`src/rtl/dtd_pkg.sv`:
```
package dtd_pkg;

  localparam int TAG_BYTES_DEF = 4;
  localparam int LEN_BYTES_DEF = 4;

  localparam logic [1:0] KIND_HDR     = 2'd0;
  localparam logic [1:0] KIND_CONTENT = 2'd1;
  localparam logic [1:0] KIND_ERR     = 2'd2;

  localparam logic ECODE_MALFORMED = 1'b0;
  localparam logic ECODE_HIGH_TAG  = 1'b1;

  localparam logic [7:0] OCT_MSB      = 8'h80;
  localparam logic [4:0] TAG_HIGH_ID  = 5'h1f;
  localparam int         LEN_LONG_MIN = 128;

  typedef struct packed {
    logic [1:0]  kind;
    logic [31:0] tag;
    logic [31:0] content_length;
    logic [3:0]  header_length;
    logic [7:0]  content_byte;
    logic        error_code;
    logic        stream_done;
  } res_t;

endpackage

```
`src/rtl/dtd_if.sv`:
```
interface dtd_in_if;
  logic       valid;
  logic       ready;
  logic [7:0] data_byte;
  logic       start_of_stream;
  logic       last_byte;

  modport source(output valid, data_byte, start_of_stream, last_byte, input ready);
  modport sink(input valid, data_byte, start_of_stream, last_byte, output ready);
endinterface

interface dtd_out_if;
  logic        valid;
  logic        ready;
  logic [1:0]  kind;
  logic [31:0] tag;
  logic [31:0] content_length;
  logic [3:0]  header_length;
  logic [7:0]  content_byte;
  logic        error_code;
  logic        stream_done;

  modport source(output valid, kind, tag, content_length, header_length, content_byte,
                 error_code, stream_done, input ready);
  modport sink(input valid, kind, tag, content_length, header_length, content_byte,
               error_code, stream_done, output ready);
endinterface

```
`src/rtl/dtd_core.sv`:
```
module dtd_core #(
  parameter int TAG_BYTES = dtd_pkg::TAG_BYTES_DEF,
  parameter int LEN_BYTES = dtd_pkg::LEN_BYTES_DEF
) (
  input  logic            clk,
  input  logic            rst_n,
  input  logic            cfg_we,
  input  logic            cfg_wdata,
  input  logic            accept,
  input  logic [7:0]      data_byte,
  input  logic            start_of_stream,
  input  logic            last_byte,
  output logic            push,
  output dtd_pkg::res_t   res
);

  localparam int TNW = 8 * TAG_BYTES - 8;
  localparam int FTW = 8 * TAG_BYTES;
  localparam int LVW = 8 * LEN_BYTES;

  localparam logic [2:0] PH_TAG_FIRST = 3'd0;
  localparam logic [2:0] PH_TAG_HIGH  = 3'd1;
  localparam logic [2:0] PH_LEN_FIRST = 3'd2;
  localparam logic [2:0] PH_LEN_MORE  = 3'd3;
  localparam logic [2:0] PH_CONTENT   = 3'd4;

  logic           allow_r;
  logic [2:0]     phase_r, phase_cur, phase_nxt;
  logic [7:0]     first_r, first_cur, first_nxt;
  logic [TNW-1:0] tn_r, tn_cur, tn_nxt, tn_new;
  logic [3:0]     oi_r, oi_cur, oi_nxt;
  logic [3:0]     lol_r, lol_cur, lol_nxt, lol_dec;
  logic [LVW-1:0] lv_r, lv_cur, lv_nxt, lv_sh, hd_lv;
  logic [LVW-1:0] crem_r, crem_cur, crem_nxt, crem_dec;
  logic           err_r, err_cur, err_nxt;
  logic [LVW+7:0] lv_wide;
  logic [FTW-1:0] ftag;
  logic [63:0]    ftag64, lv64;
  logic           hdr, fail, fcode;

  always_ff @(posedge clk) begin
    if (!rst_n) begin
      allow_r <= 1'b1;
    end else if (cfg_we) begin
      allow_r <= cfg_wdata;
    end
  end

  // start of stream clears the parser before the byte is used
  always_comb begin
    if (start_of_stream) begin
      phase_cur = PH_TAG_FIRST;
      first_cur = '0;
      tn_cur    = '0;
      oi_cur    = '0;
      lol_cur   = '0;
      lv_cur    = '0;
      crem_cur  = '0;
      err_cur   = 1'b0;
    end else begin
      phase_cur = phase_r;
      first_cur = first_r;
      tn_cur    = tn_r;
      oi_cur    = oi_r;
      lol_cur   = lol_r;
      lv_cur    = lv_r;
      crem_cur  = crem_r;
      err_cur   = err_r;
    end
  end

  assign tn_new   = {tn_cur[TNW-8:0], data_byte[6:0]};
  assign lv_wide  = {lv_cur, data_byte};
  assign lv_sh    = lv_wide[LVW-1:0];
  assign crem_dec = (crem_cur != '0) ? (crem_cur - LVW'(1)) : crem_cur;
  assign lol_dec  = lol_cur - 4'd1;
  assign ftag     = (first_cur[4:0] != dtd_pkg::TAG_HIGH_ID) ? FTW'(first_cur)
                                                             : {first_cur[7:5], 5'b0, tn_cur};
  assign ftag64   = 64'(ftag);
  assign lv64     = 64'(hd_lv);

  always_comb begin
    phase_nxt = phase_cur;
    first_nxt = first_cur;
    tn_nxt    = tn_cur;
    oi_nxt    = oi_cur;
    lol_nxt   = lol_cur;
    lv_nxt    = lv_cur;
    crem_nxt  = crem_cur;
    err_nxt   = err_cur;
    hdr       = 1'b0;
    hd_lv     = lv_sh;
    fail      = 1'b0;
    fcode     = dtd_pkg::ECODE_MALFORMED;
    push      = 1'b0;
    res       = '0;

    if (accept && !err_cur) begin
      case (phase_cur)
        PH_TAG_FIRST: begin
          first_nxt = data_byte;
          tn_nxt    = '0;
          oi_nxt    = 4'd1;
          lv_nxt    = '0;
          if (data_byte[4:0] != dtd_pkg::TAG_HIGH_ID) begin
            if (last_byte) fail = 1'b1;
            else phase_nxt = PH_LEN_FIRST;
          end else if (!allow_r) begin
            fail  = 1'b1;
            fcode = dtd_pkg::ECODE_HIGH_TAG;
          end else if (last_byte) begin
            fail = 1'b1;
          end else begin
            phase_nxt = PH_TAG_HIGH;
          end
        end
        PH_TAG_HIGH: begin
          if (oi_cur == 4'd1 && data_byte == dtd_pkg::OCT_MSB) begin
            fail = 1'b1;
          end else if (tn_cur[TNW-1 -: 7] != '0) begin
            // no room left for another 7-bit group
            fail = 1'b1;
          end else begin
            tn_nxt = tn_new;
            oi_nxt = oi_cur + 4'd1;
            if (!data_byte[7]) begin
              if (tn_new < TNW'(dtd_pkg::TAG_HIGH_ID)) fail = 1'b1;
              else if (last_byte) fail = 1'b1;
              else phase_nxt = PH_LEN_FIRST;
            end else if (last_byte) begin
              fail = 1'b1;
            end
          end
        end
        PH_LEN_FIRST: begin
          oi_nxt = oi_cur + 4'd1;
          if (!data_byte[7]) begin
            hdr   = 1'b1;
            hd_lv = LVW'(data_byte);
          end else begin
            lol_nxt = data_byte[3:0];
            if (data_byte[6:0] == 7'd0 || data_byte[6:0] > 7'(LEN_BYTES)) begin
              fail = 1'b1;
            end else if (last_byte) begin
              fail = 1'b1;
            end else begin
              lv_nxt    = '0;
              phase_nxt = PH_LEN_MORE;
            end
          end
        end
        PH_LEN_MORE: begin
          if (lv_cur == '0 && data_byte == 8'd0) begin
            fail = 1'b1;
          end else begin
            oi_nxt  = oi_cur + 4'd1;
            lv_nxt  = lv_sh;
            lol_nxt = lol_dec;
            if (lol_dec == 4'd0) begin
              if (lv_sh < LVW'(dtd_pkg::LEN_LONG_MIN)) fail = 1'b1;
              else hdr = 1'b1;
            end else if (last_byte) begin
              fail = 1'b1;
            end
          end
        end
        PH_CONTENT: begin
          crem_nxt = crem_dec;
          if (last_byte && crem_dec != '0) begin
            fail = 1'b1;
          end else begin
            if (crem_dec == '0) phase_nxt = PH_TAG_FIRST;
            push             = 1'b1;
            res.kind         = dtd_pkg::KIND_CONTENT;
            res.content_byte = data_byte;
            res.stream_done  = last_byte && (crem_dec == '0);
          end
        end
        default: fail = 1'b1;
      endcase

      if (hdr) begin
        lv_nxt = hd_lv;
        if (last_byte && hd_lv != '0) begin
          fail = 1'b1;
        end else begin
          crem_nxt           = hd_lv;
          phase_nxt          = (hd_lv == '0) ? PH_TAG_FIRST : PH_CONTENT;
          push               = 1'b1;
          res.kind           = dtd_pkg::KIND_HDR;
          res.tag            = ftag64[31:0];
          res.content_length = lv64[31:0];
          res.header_length  = oi_nxt;
          res.stream_done    = last_byte && (hd_lv == '0);
        end
      end

      if (fail) begin
        err_nxt        = 1'b1;
        phase_nxt      = PH_TAG_FIRST;
        push           = 1'b1;
        res            = '0;
        res.kind       = dtd_pkg::KIND_ERR;
        res.error_code = fcode;
      end
    end
  end

  always_ff @(posedge clk) begin
    if (!rst_n) begin
      phase_r <= PH_TAG_FIRST;
      first_r <= '0;
      tn_r    <= '0;
      oi_r    <= '0;
      lol_r   <= '0;
      lv_r    <= '0;
      crem_r  <= '0;
      err_r   <= 1'b0;
    end else if (accept) begin
      phase_r <= phase_nxt;
      first_r <= first_nxt;
      tn_r    <= tn_nxt;
      oi_r    <= oi_nxt;
      lol_r   <= lol_nxt;
      lv_r    <= lv_nxt;
      crem_r  <= crem_nxt;
      err_r   <= err_nxt;
    end
  end

endmodule

```
`src/rtl/dtd_skid.sv`:
```
module dtd_skid (
  input  logic          clk,
  input  logic          rst_n,
  input  logic          push,
  input  dtd_pkg::res_t push_data,
  output logic          in_ready,
  output logic          out_valid,
  input  logic          out_ready,
  output dtd_pkg::res_t out_data
);

  logic          ov_r, ov_nxt;
  logic          sv_r, sv_nxt;
  dtd_pkg::res_t od_r, od_nxt;
  dtd_pkg::res_t sd_r, sd_nxt;

  assign in_ready  = !sv_r;
  assign out_valid = ov_r;
  assign out_data  = od_r;

  always_comb begin
    ov_nxt = ov_r;
    sv_nxt = sv_r;
    od_nxt = od_r;
    sd_nxt = sd_r;
    if (!ov_r || out_ready) begin
      // output slot frees: drain the skid word first
      if (sv_r) begin
        ov_nxt = 1'b1;
        od_nxt = sd_r;
        sv_nxt = 1'b0;
      end else begin
        ov_nxt = push;
        od_nxt = push_data;
      end
    end else if (push) begin
      sv_nxt = 1'b1;
      sd_nxt = push_data;
    end
  end

  always_ff @(posedge clk) begin
    if (!rst_n) begin
      ov_r <= 1'b0;
      sv_r <= 1'b0;
    end else begin
      ov_r <= ov_nxt;
      sv_r <= sv_nxt;
    end
  end

  always_ff @(posedge clk) begin
    od_r <= od_nxt;
    sd_r <= sd_nxt;
  end

endmodule

```
`src/rtl/der_tlv_stream_decoder.sv`:
```
// Results: each one is registered into the output slot, or into the skid slot if the output
// is stalled. Throughput: one byte per cycle while in_ready is high; the whole decode step
// sits between the parser state registers and a two-entry output register, so an output stall
// reaches in_ready in the next cycle. Reset: synchronous, active low; clears the parser, the
// error latch and the output stage, and sets the high-tag enable allow_r to 1.
module der_tlv_stream_decoder #(
  parameter int TAG_BYTES = dtd_pkg::TAG_BYTES_DEF,
  parameter int LEN_BYTES = dtd_pkg::LEN_BYTES_DEF
) (
  input  logic       clk,
  input  logic       rst_n,
  dtd_in_if.sink     in_chan,
  dtd_out_if.source  out_chan,
  input  logic       cfg_we,
  input  logic       cfg_wdata
);

  logic          accept;
  logic          push;
  logic          in_ready;
  dtd_pkg::res_t push_data;
  dtd_pkg::res_t out_data;

  assign in_chan.ready = in_ready;
  assign accept        = in_chan.valid && in_ready;

  dtd_core #(
    .TAG_BYTES(TAG_BYTES),
    .LEN_BYTES(LEN_BYTES)
  ) u_core (
    .clk            (clk),
    .rst_n          (rst_n),
    .cfg_we         (cfg_we),
    .cfg_wdata      (cfg_wdata),
    .accept         (accept),
    .data_byte      (in_chan.data_byte),
    .start_of_stream(in_chan.start_of_stream),
    .last_byte      (in_chan.last_byte),
    .push           (push),
    .res            (push_data)
  );

  dtd_skid u_skid (
    .clk      (clk),
    .rst_n    (rst_n),
    .push     (push),
    .push_data(push_data),
    .in_ready (in_ready),
    .out_valid(out_chan.valid),
    .out_ready(out_chan.ready),
    .out_data (out_data)
  );

  assign out_chan.kind           = out_data.kind;
  assign out_chan.tag            = out_data.tag;
  assign out_chan.content_length = out_data.content_length;
  assign out_chan.header_length  = out_data.header_length;
  assign out_chan.content_byte   = out_data.content_byte;
  assign out_chan.error_code     = out_data.error_code;
  assign out_chan.stream_done    = out_data.stream_done;

endmodule

```
`src/flat_wrapper.sv`:
```
// flat-port wrapper written by rule: the top's interface ports become plain ports
module der_tlv_stream_decoder_flat 
#(
  parameter int TAG_BYTES = dtd_pkg::TAG_BYTES_DEF,
  parameter int LEN_BYTES = dtd_pkg::LEN_BYTES_DEF
)
  (clk, rst_n, cfg_we, cfg_wdata, in_chan_valid, in_chan_data_byte, in_chan_start_of_stream, in_chan_last_byte, in_chan_ready, out_chan_valid, out_chan_kind, out_chan_tag, out_chan_content_length, out_chan_header_length, out_chan_content_byte, out_chan_error_code, out_chan_stream_done, out_chan_ready);
  dtd_in_if in_chan_i ();
  dtd_out_if out_chan_i ();
  input  logic clk;
  input  logic rst_n;
  input  logic cfg_we;
  input  logic cfg_wdata;
  input wire logic [$bits(in_chan_i.valid)-1:0] in_chan_valid;
  input wire logic [$bits(in_chan_i.data_byte)-1:0] in_chan_data_byte;
  input wire logic [$bits(in_chan_i.start_of_stream)-1:0] in_chan_start_of_stream;
  input wire logic [$bits(in_chan_i.last_byte)-1:0] in_chan_last_byte;
  output wire logic [$bits(in_chan_i.ready)-1:0] in_chan_ready;
  output wire logic [$bits(out_chan_i.valid)-1:0] out_chan_valid;
  output wire logic [$bits(out_chan_i.kind)-1:0] out_chan_kind;
  output wire logic [$bits(out_chan_i.tag)-1:0] out_chan_tag;
  output wire logic [$bits(out_chan_i.content_length)-1:0] out_chan_content_length;
  output wire logic [$bits(out_chan_i.header_length)-1:0] out_chan_header_length;
  output wire logic [$bits(out_chan_i.content_byte)-1:0] out_chan_content_byte;
  output wire logic [$bits(out_chan_i.error_code)-1:0] out_chan_error_code;
  output wire logic [$bits(out_chan_i.stream_done)-1:0] out_chan_stream_done;
  input wire logic [$bits(out_chan_i.ready)-1:0] out_chan_ready;
  assign in_chan_i.valid = in_chan_valid;
  assign in_chan_i.data_byte = in_chan_data_byte;
  assign in_chan_i.start_of_stream = in_chan_start_of_stream;
  assign in_chan_i.last_byte = in_chan_last_byte;
  assign in_chan_ready = in_chan_i.ready;
  assign out_chan_valid = out_chan_i.valid;
  assign out_chan_kind = out_chan_i.kind;
  assign out_chan_tag = out_chan_i.tag;
  assign out_chan_content_length = out_chan_i.content_length;
  assign out_chan_header_length = out_chan_i.header_length;
  assign out_chan_content_byte = out_chan_i.content_byte;
  assign out_chan_error_code = out_chan_i.error_code;
  assign out_chan_stream_done = out_chan_i.stream_done;
  assign out_chan_i.ready = out_chan_ready;
  der_tlv_stream_decoder #(.TAG_BYTES(TAG_BYTES), .LEN_BYTES(LEN_BYTES)) u_core (.clk(clk), .rst_n(rst_n), .in_chan(in_chan_i), .out_chan(out_chan_i), .cfg_we(cfg_we), .cfg_wdata(cfg_wdata));
endmodule
```
`config.mk`:
```
export PLATFORM = sky130hd
export DESIGN_NAME = der_tlv_stream_decoder_flat
export DESIGN_NICKNAME = d
export VERILOG_FILES = /design/src/rtl/dtd_pkg.sv /design/src/rtl/dtd_if.sv /design/src/rtl/dtd_core.sv /design/src/rtl/dtd_skid.sv /design/src/rtl/der_tlv_stream_decoder.sv /design/src/flat_wrapper.sv
export SDC_FILE = /design/constraint.sdc
export NUM_CORES = 1
export LEC_CHECK = 0
export BUFFER_PORTS_ARGS = -buffer_cell sky130_fd_sc_hd__buf_2
export CAP_MARGIN = 20
export CORE_AREA = 10 10 168 170
export DETAILED_ROUTE_END_ITERATION = 7
export DIE_AREA = 0 0 178 180
export PLACE_DENSITY = 0.81
export SLEW_MARGIN = 20
export SYNTH_ARGS = -nofsm -noshare
export SYNTH_HDL_FRONTEND = slang
export SYNTH_HIERARCHICAL = 1
export SYNTH_SLANG_ARGS = --single-unit
```
`constraint.sdc`:
```
create_clock -name clk -period 10.8 [get_ports clk]
set_input_delay 3.24 -clock clk [delete_from_list [all_inputs] [get_ports clk]]
set_output_delay 3.24 -clock clk [all_outputs]
set_load 0.02 [all_outputs]
```
* Yosys cells after proc, flatten, opt, wreduce, memory -nomap -nowiden
Cells that the tools add are included.
** Storage, ports and cells
- Register bits after elaboration :: 271
- Bits of input ports :: 16
- Output and inout bits :: 82
- Word-level logic and storage cells :: 173
** Operators by class
- Add/sub/neg operators :: 3
- Magnitude comparators :: 3
- Eq/ne operators :: 8
- Muxes and demuxes :: 106
- Bitwise gates (word level) :: 2
- Reduce and logical (&&, ||, !) cells :: 26
** Operator list (count)
- 32-bit two-way mux :: 17
- 80-bit two-way mux :: 3
- 70-bit two-way mux :: 2
- 32-bit logical NOT :: 3
- 24-bit two-way mux :: 4
- 32-bit case mux with 3 select lines :: 1
- 32-bit nonzero test :: 3
- 3-bit two-way mux :: 19
- 24-bit case mux with 2 select lines :: 1
- 1-bit two-way mux :: 40
- 8-bit two-way mux :: 5
- 4-bit two-way mux :: 9
- 32-bit by 8-bit < comparator with 1-bit output (second input constant) :: 1
- 32-bit by 1-bit subtractor with 32-bit output (second input constant) :: 1
- 24-bit by 5-bit < comparator with 1-bit output (second input constant) :: 1
- 4-bit case mux with 4 select lines :: 1
- 3-bit case mux with 4 select lines :: 1
- 5-bit inequality test (second input constant) :: 2
- 8-bit equality test (second input constant) :: 1
- 1-bit logical AND :: 8
- 8-bit logical NOT :: 1
- 4-bit case mux with 2 select lines :: 1
- 7-bit by 3-bit > comparator with 1-bit output (second input constant) :: 1
- 7-bit logical NOT :: 1
- 16 further kinds :: 21

* Logic depth before layout (Yosys ltp)
- Depth after elaboration :: 13
- Gate-level depth with buffers :: 22
- Gate-level depth less buffers :: 14

* Hierarchy
The synthesis kept the hierarchy.
** Modules (own cells, without submodules)
- dtd_core :: times used 1, cells each 990, area each 7213.2 um^2, sequential area each 2182.1 um^2
- dtd_skid :: times used 1, cells each 258, area each 6253.5 um^2, sequential area each 4844.6 um^2
- der_tlv_stream_decoder :: times used 1, cells each 1, area each 6.3 um^2, sequential area each 0.0 um^2

* Worst setup path after synthesis
No wires, ideal clock.
- Path type :: in2reg
- Start point :: input port in_chan_start_of_stream
- End point :: register u_core/u_skid/sd_r[0] in the netlist's numbering, enable pin
- Library setup time :: 0.518 ns
- Data arrival time :: 9.672 ns
- Required time :: 10.282 ns
- Setup slack :: 0.610 ns
- Stages on the path :: 20
- Buffers on the path :: 8
- Cell sequence :: clkbuf_1 > clkbuf_1 > buf_2 > clkbuf_1 > clkbuf_1 > buf_1 > buf_1 > nor2b_1 > ha_1 > and2_1 > o2111ai_1 > nor2b_1 > clkbuf_1 > o21ai_0 > a211oi_1 > o221a_2 > and2_1 > a21oi_1 > inv_1 > nor2_1
** Between the ends
- Word-level cells in the longest chain between the ends :: 13
- Elaborated cells on any way between the ends :: 57
- Classes of those cells :: add/sub: 2; order compare: 2; eq/ne: 5; mux: 34; reduce/logical: 14
** Ends and longest elaborated chain
- start: declaration :: RTL line flat_wrapper.sv:16 : input wire logic [$bits(in_chan_i.start_of_stream)-1:0] in_chan_start_of_stream;
- 32-bit two-way mux or 24-bit two-way mux (tied branches) :: RTL line dtd_core.sv:51 : if (start_of_stream) begin
- 32-bit by 1-bit subtractor with 32-bit output, or another cell as far along :: RTL line dtd_core.sv:75 : assign crem_dec = (crem_cur != '0) ? (crem_cur - LVW'(1)) : crem_cur;
- 32-bit two-way mux or 1-bit two-way mux (tied branches) :: RTL line dtd_core.sv:75, dtd_core.sv:127
- 32-bit nonzero test or 1-bit two-way mux (tied branches) :: RTL line dtd_core.sv:169, dtd_core.sv:126
- 1-bit logical AND or 1-bit two-way mux (tied branches) :: RTL line dtd_core.sv:169, dtd_core.sv:120
- 1-bit two-way mux (on tied branches) :: RTL line dtd_core.sv:169, dtd_core.sv:118
- 1-bit case mux with 5 select lines :: RTL line dtd_core.sv:99 : case (phase_cur)
- 1-bit two-way mux :: RTL line dtd_core.sv:184 : if (last_byte && hd_lv != '0) begin
- 1-bit two-way mux :: RTL line dtd_core.sv:182 : if (hdr) begin
- 1-bit two-way mux :: RTL line dtd_core.sv:98 : if (accept && !err_cur) begin
- 1-bit two-way mux :: RTL line dtd_core.sv:198 : if (fail) begin
- 1-bit two-way mux (*) :: RTL line dtd_core.sv:98
- named net u_core.push :: RTL line der_tlv_stream_decoder.sv:19 : logic push;
- 2-bit AND reduction (no source line) (*)
- end signal: assignment :: RTL line dtd_skid.sv:54 : sd_r <= sd_nxt;
- end: declaration :: RTL line dtd_skid.sv:15 : dtd_pkg::res_t sd_r, sd_nxt;
Mark *: on every way through the listed nets, which the timed path passes. The rest lies on a longest branch. The select of a mux whose other input is x is not followed.
A chain may end at the register's enable or synchronous reset.

==> results.sh <==
export IMPL_busiest_layer="met2"
export IMPL_gr_total_overflow=0
export IMPL_slew_violations=0
export IMPL_hold_path_class="register to register"
export IMPL_ff2ff_path_depth=11
export IMPL_fin_area_sq_mm=0.01482
export IMPL_netlist_area_sq_mm=0.01347
export IMPL_post_cts_resized=0
export IMPL_yosys_warnings=6
export IMPL_switching_share_pct=24.65
export IMPL_worstSkewPairLatency_ps=530
export IMPL_drt_pre_antenna_iters=6
export IMPL_peakVddDrop_uv=126.2
export IMPL_clockPowerShare_pct=39.8
export IMPL_cp_data_required_time_ps=11200
export IMPL_maxCapViolations=0
export IMPL_syn_to_final_growth_pct=10.03
export IMPL_postCtsSetupRepairBufs=0
export IMPL_root_buffer="clkbuf_16"
export IMPL_cts_max_level=1
export IMPL_hold_end="u_core/u_core/first_r[1]"
export IMPL_die_area_sq_mm=0.03204
export IMPL_grt_max_degree=104
export IMPL_drc_errors=0
export IMPL_cts_buffer_depth=3
export IMPL_placed_cell_area_sq_mm=0.01398
export IMPL_reg2reg_setup_slack_ps=6270
export IMPL_grt_use_total_pct=20.43
export IMPL_gp_congestion=0.9623
export IMPL_portBuffers=97
export IMPL_synth_edf_count=160
export IMPL_fmax_ghz=0.1363
export IMPL_rr_endpoint="u_core/u_skid/out_data[31]"
export IMPL_start_util_pct=54.13
export IMPL_antenna_found_initial=0
export IMPL_internal_power_mw=1.684
export IMPL_synthFlopType="edfxtp_1"
export IMPL_min_period_over_period_pct=67.96
export IMPL_grt_met2_usage_pct=34.21
export IMPL_p_per_area_mw_per_mm2=150.8
export IMPL_drt_iter0_markers=1074
export IMPL_grt_util_met3_pct=3.060
export IMPL_first_global_vias=9659
export IMPL_ant_nets=0
export IMPL_whs_path_depth=2
export IMPL_numCtsBuffers=28
export IMPL_dp_hpwl_mm=22.79
export IMPL_ys_types=83
export IMPL_rows=58
export IMPL_synthArstFlopShare_pct=0
export IMPL_slew_headroom_pct=24.25
export IMPL_utilization_pct=59.56
export IMPL_pin_count=98
export IMPL_vias_per_cell=6.254
export IMPL_seq_area_frac_synth_pct=52.15
export IMPL_cts_tree="yes"
export IMPL_cp_start_kind="primary input"
export IMPL_cp_max_fo=45
export IMPL_cts_hold_buf=0
export IMPL_period_needed_ps=7339
export IMPL_fin_skew_ps=14.43
export IMPL_p_leak_nw=5.448
export IMPL_r2r_start="u_core/u_core/crem_r[2]"
export IMPL_rsz0062_at_grt="false"
export IMPL_cts_clk_slew_worst_paths_ps=60
export IMPL_die_width_um=178
export IMPL_outcome="finished clean"
export IMPL_diodes=0
export IMPL_setup_violations=0
export IMPL_syn_area_per_cell_sq_um=10.79
export IMPL_cts_sinks=271
export IMPL_grt_met1_usage_pct=26.50
export IMPL_comb_power_share_pct=9.2
export IMPL_dr_total_vias=10300
export IMPL_die_h_um=180
export IMPL_tns_ps=0
export IMPL_switchingPower_mw=0.5508
export IMPL_wire_per_inst_um=20.87
export IMPL_final_net_count=1316
export IMPL_final_hold_viol_count=0
export IMPL_seqPwrFrac_pct=51.0
export IMPL_yosys_register_bits=271
export IMPL_worstHoldStart="u_core/u_core/first_r[1]"
export IMPL_synthCells=1249
export IMPL_grt_first_pass_wirelength_mm=53.81
export IMPL_cp_end_kind="register"
export IMPL_drive_gt1_share_pct=19.89
export IMPL_worstMarginPinSlew_ps=1136
export IMPL_crit_type="primary input to register"
export IMPL_arrival_ps=7740
export IMPL_core_area_sq_mm=0.02489
export IMPL_n_fill_cell=2018
export IMPL_wl_mm=34.38
## area by class of cell
type	count	area, sq um	area share [%]
sequential	271	7030	47.43
clock buffer	44	785.8	5.300
tap	330	412.9	2.785
timing repair buffer	113	605.6	4.085
clock inverter	8	60.06	0.4051
inverter	21	78.83	0.5317
multi-input combinational	860	5851	39.47
## cells in the final DEF (no fill, tap or decap), types with 5 or more instances in the layout
cell type,n
a211oi_1,18
a21oi_1,57
a221oi_1,13
a22oi_1,54
a31oi_1,7
a32oi_1,9
and2_1,56
and3_1,9
buf_2,97
buf_4,16
clkbuf_1,10
clkbuf_16,28
conb_1,5
dfxtp_1,110
edfxtp_1,160
ha_1,5
inv_1,19
mux2_4,78
mux2i_1,6
nand2_1,73
nand2b_1,5
nand3_1,25
nand4_1,9
nor2_1,155
nor2b_1,9
nor3_1,37
nor3b_1,5
nor4_1,28
o211ai_1,11
o21ai_0,52
o221ai_1,6
o22ai_1,8
or3_1,9
or4_1,7
xnor2_1,9
## power by group through the flow
| stage | registers (mW) | clock network [mW] | logic, mW |
|---|---|---|---|
| 2_1_floorplan | 1.17 | 0 | 0.136 |
| 3_3_place_gp | 1.16 | 0 | 0.202 |
| 3_5_place_dp | 1.16 | 0 | 0.204 |
| 4_1_cts | 1.14 | 0.903 | 0.205 |
| 5_1_grt | 1.14 | 0.941 | 0.223 |
| 6_report | 1.14 | 0.889 | 0.206 |
## worst max path at each step
stage	startpoint	to	slack, ps	cells after the start
global placement	in_chan_start_of_stream	u_core/u_skid/out_data[66]	3210	13
CTS	in_chan_start_of_stream	u_core/u_skid/out_data[56]	3620	13
global route	in_chan_start_of_stream	u_core/u_skid/out_data[59]	3210	15
floorplan	in_chan_start_of_stream	u_core/u_skid/sd_r[0]	610	20
finish	in_chan_start_of_stream	u_core/u_skid/out_data[56]	3460	13
detailed placement	in_chan_start_of_stream	u_core/u_skid/out_data[56]	3080	13
## registers in the layout, indices dropped and copies added (netlist names)
signal	cells
u_core/u_core/lol_r	4
u_core/u_core/err_r	1
u_core/u_skid/out_valid	1
u_core/u_skid/out_data	80
u_core/u_core/allow_r	1
u_core/u_skid/sd_r	80
u_core/u_core/phase_r	3
u_core/u_core/first_r	8
u_core/u_core/crem_r	32
u_core/u_core/oi_r	4
u_core/u_core/tn_r	24
u_core/u_skid/sv_r	1
u_core/u_core/lv_r	32
## cell families after synthesis
| group | share of synthesized area, % |
|---|---|
| mux | 9.389 |
| fa+ha+maj | 0.4643 |
| compound gates | 15.06 |
| xor+xnor | 0.8451 |
| flops | 52.15 |
| other cells | 0.02783 |
| buf+inv | 4.811 |
| simple gates | 17.25 |
## layer usage
metal / vias to the layer above / part of all wire, %
li1: 4759 / -
met1: 5001 / 41
met2: 466 / 48
met3: 75 / 7.6
met4: 0 / 3.2
met5: - / 0
## metrics by stage
step,worst slack (ps),cells,hold WS [ps],power [mW]
2_1_floorplan,610.0,1253,441.0,1.308
3_5_place_dp,3076,1595,459.2,1.365
4_1_cts,3619,1647,467.8,2.247
5_1_grt,3215,1647,491.7,2.307
6_report,3461,1647,467.4,2.235
3_3_place_gp,3208,1595,457.9,1.362
## worst max-delay path, stage by stage
cell	delay, ps
buf_2	70
buf_4	330
buf_4	500
nor2b_1	130
xnor2_1	190
nand3_1	150
a211oi_1	460
or2_2	230
and2_1	600
nand2_1	520
nor2_1	830
and2_1	280
mux2_4	150
## Yosys cell counts (all sizes together) (9+ instances only)
| master | n | area (sq um) |
|---|---|---|
| nand2 | 73 | 274.0 |
| and2 | 56 | 350.3 |
| dfxtp | 111 | 2222 |
| a22oi | 54 | 405.4 |
| or4 | 9 | 75.07 |
| a211oi | 19 | 147.6 |
| nor2 | 157 | 591.8 |
| nand4 | 10 | 68.81 |
| xnor2 | 9 | 78.83 |
| mux2 | 81 | 1205 |
| o211ai | 11 | 82.58 |
| or3 | 9 | 56.30 |
| a21oi | 57 | 285.3 |
| inv | 21 | 78.83 |
| a32oi | 9 | 78.83 |
| clkbuf | 72 | 271.5 |
| nor3 | 41 | 237.7 |
| edfxtp | 160 | 4805 |
| nor2b | 9 | 56.30 |
| and3 | 9 | 56.30 |
| buf | 29 | 297.8 |
| a221oi | 13 | 113.9 |
| o21ai | 57 | 285.3 |
| nor4 | 30 | 200.2 |
| nand3 | 25 | 125.1 |
Power figures use the tool's default switching activity.
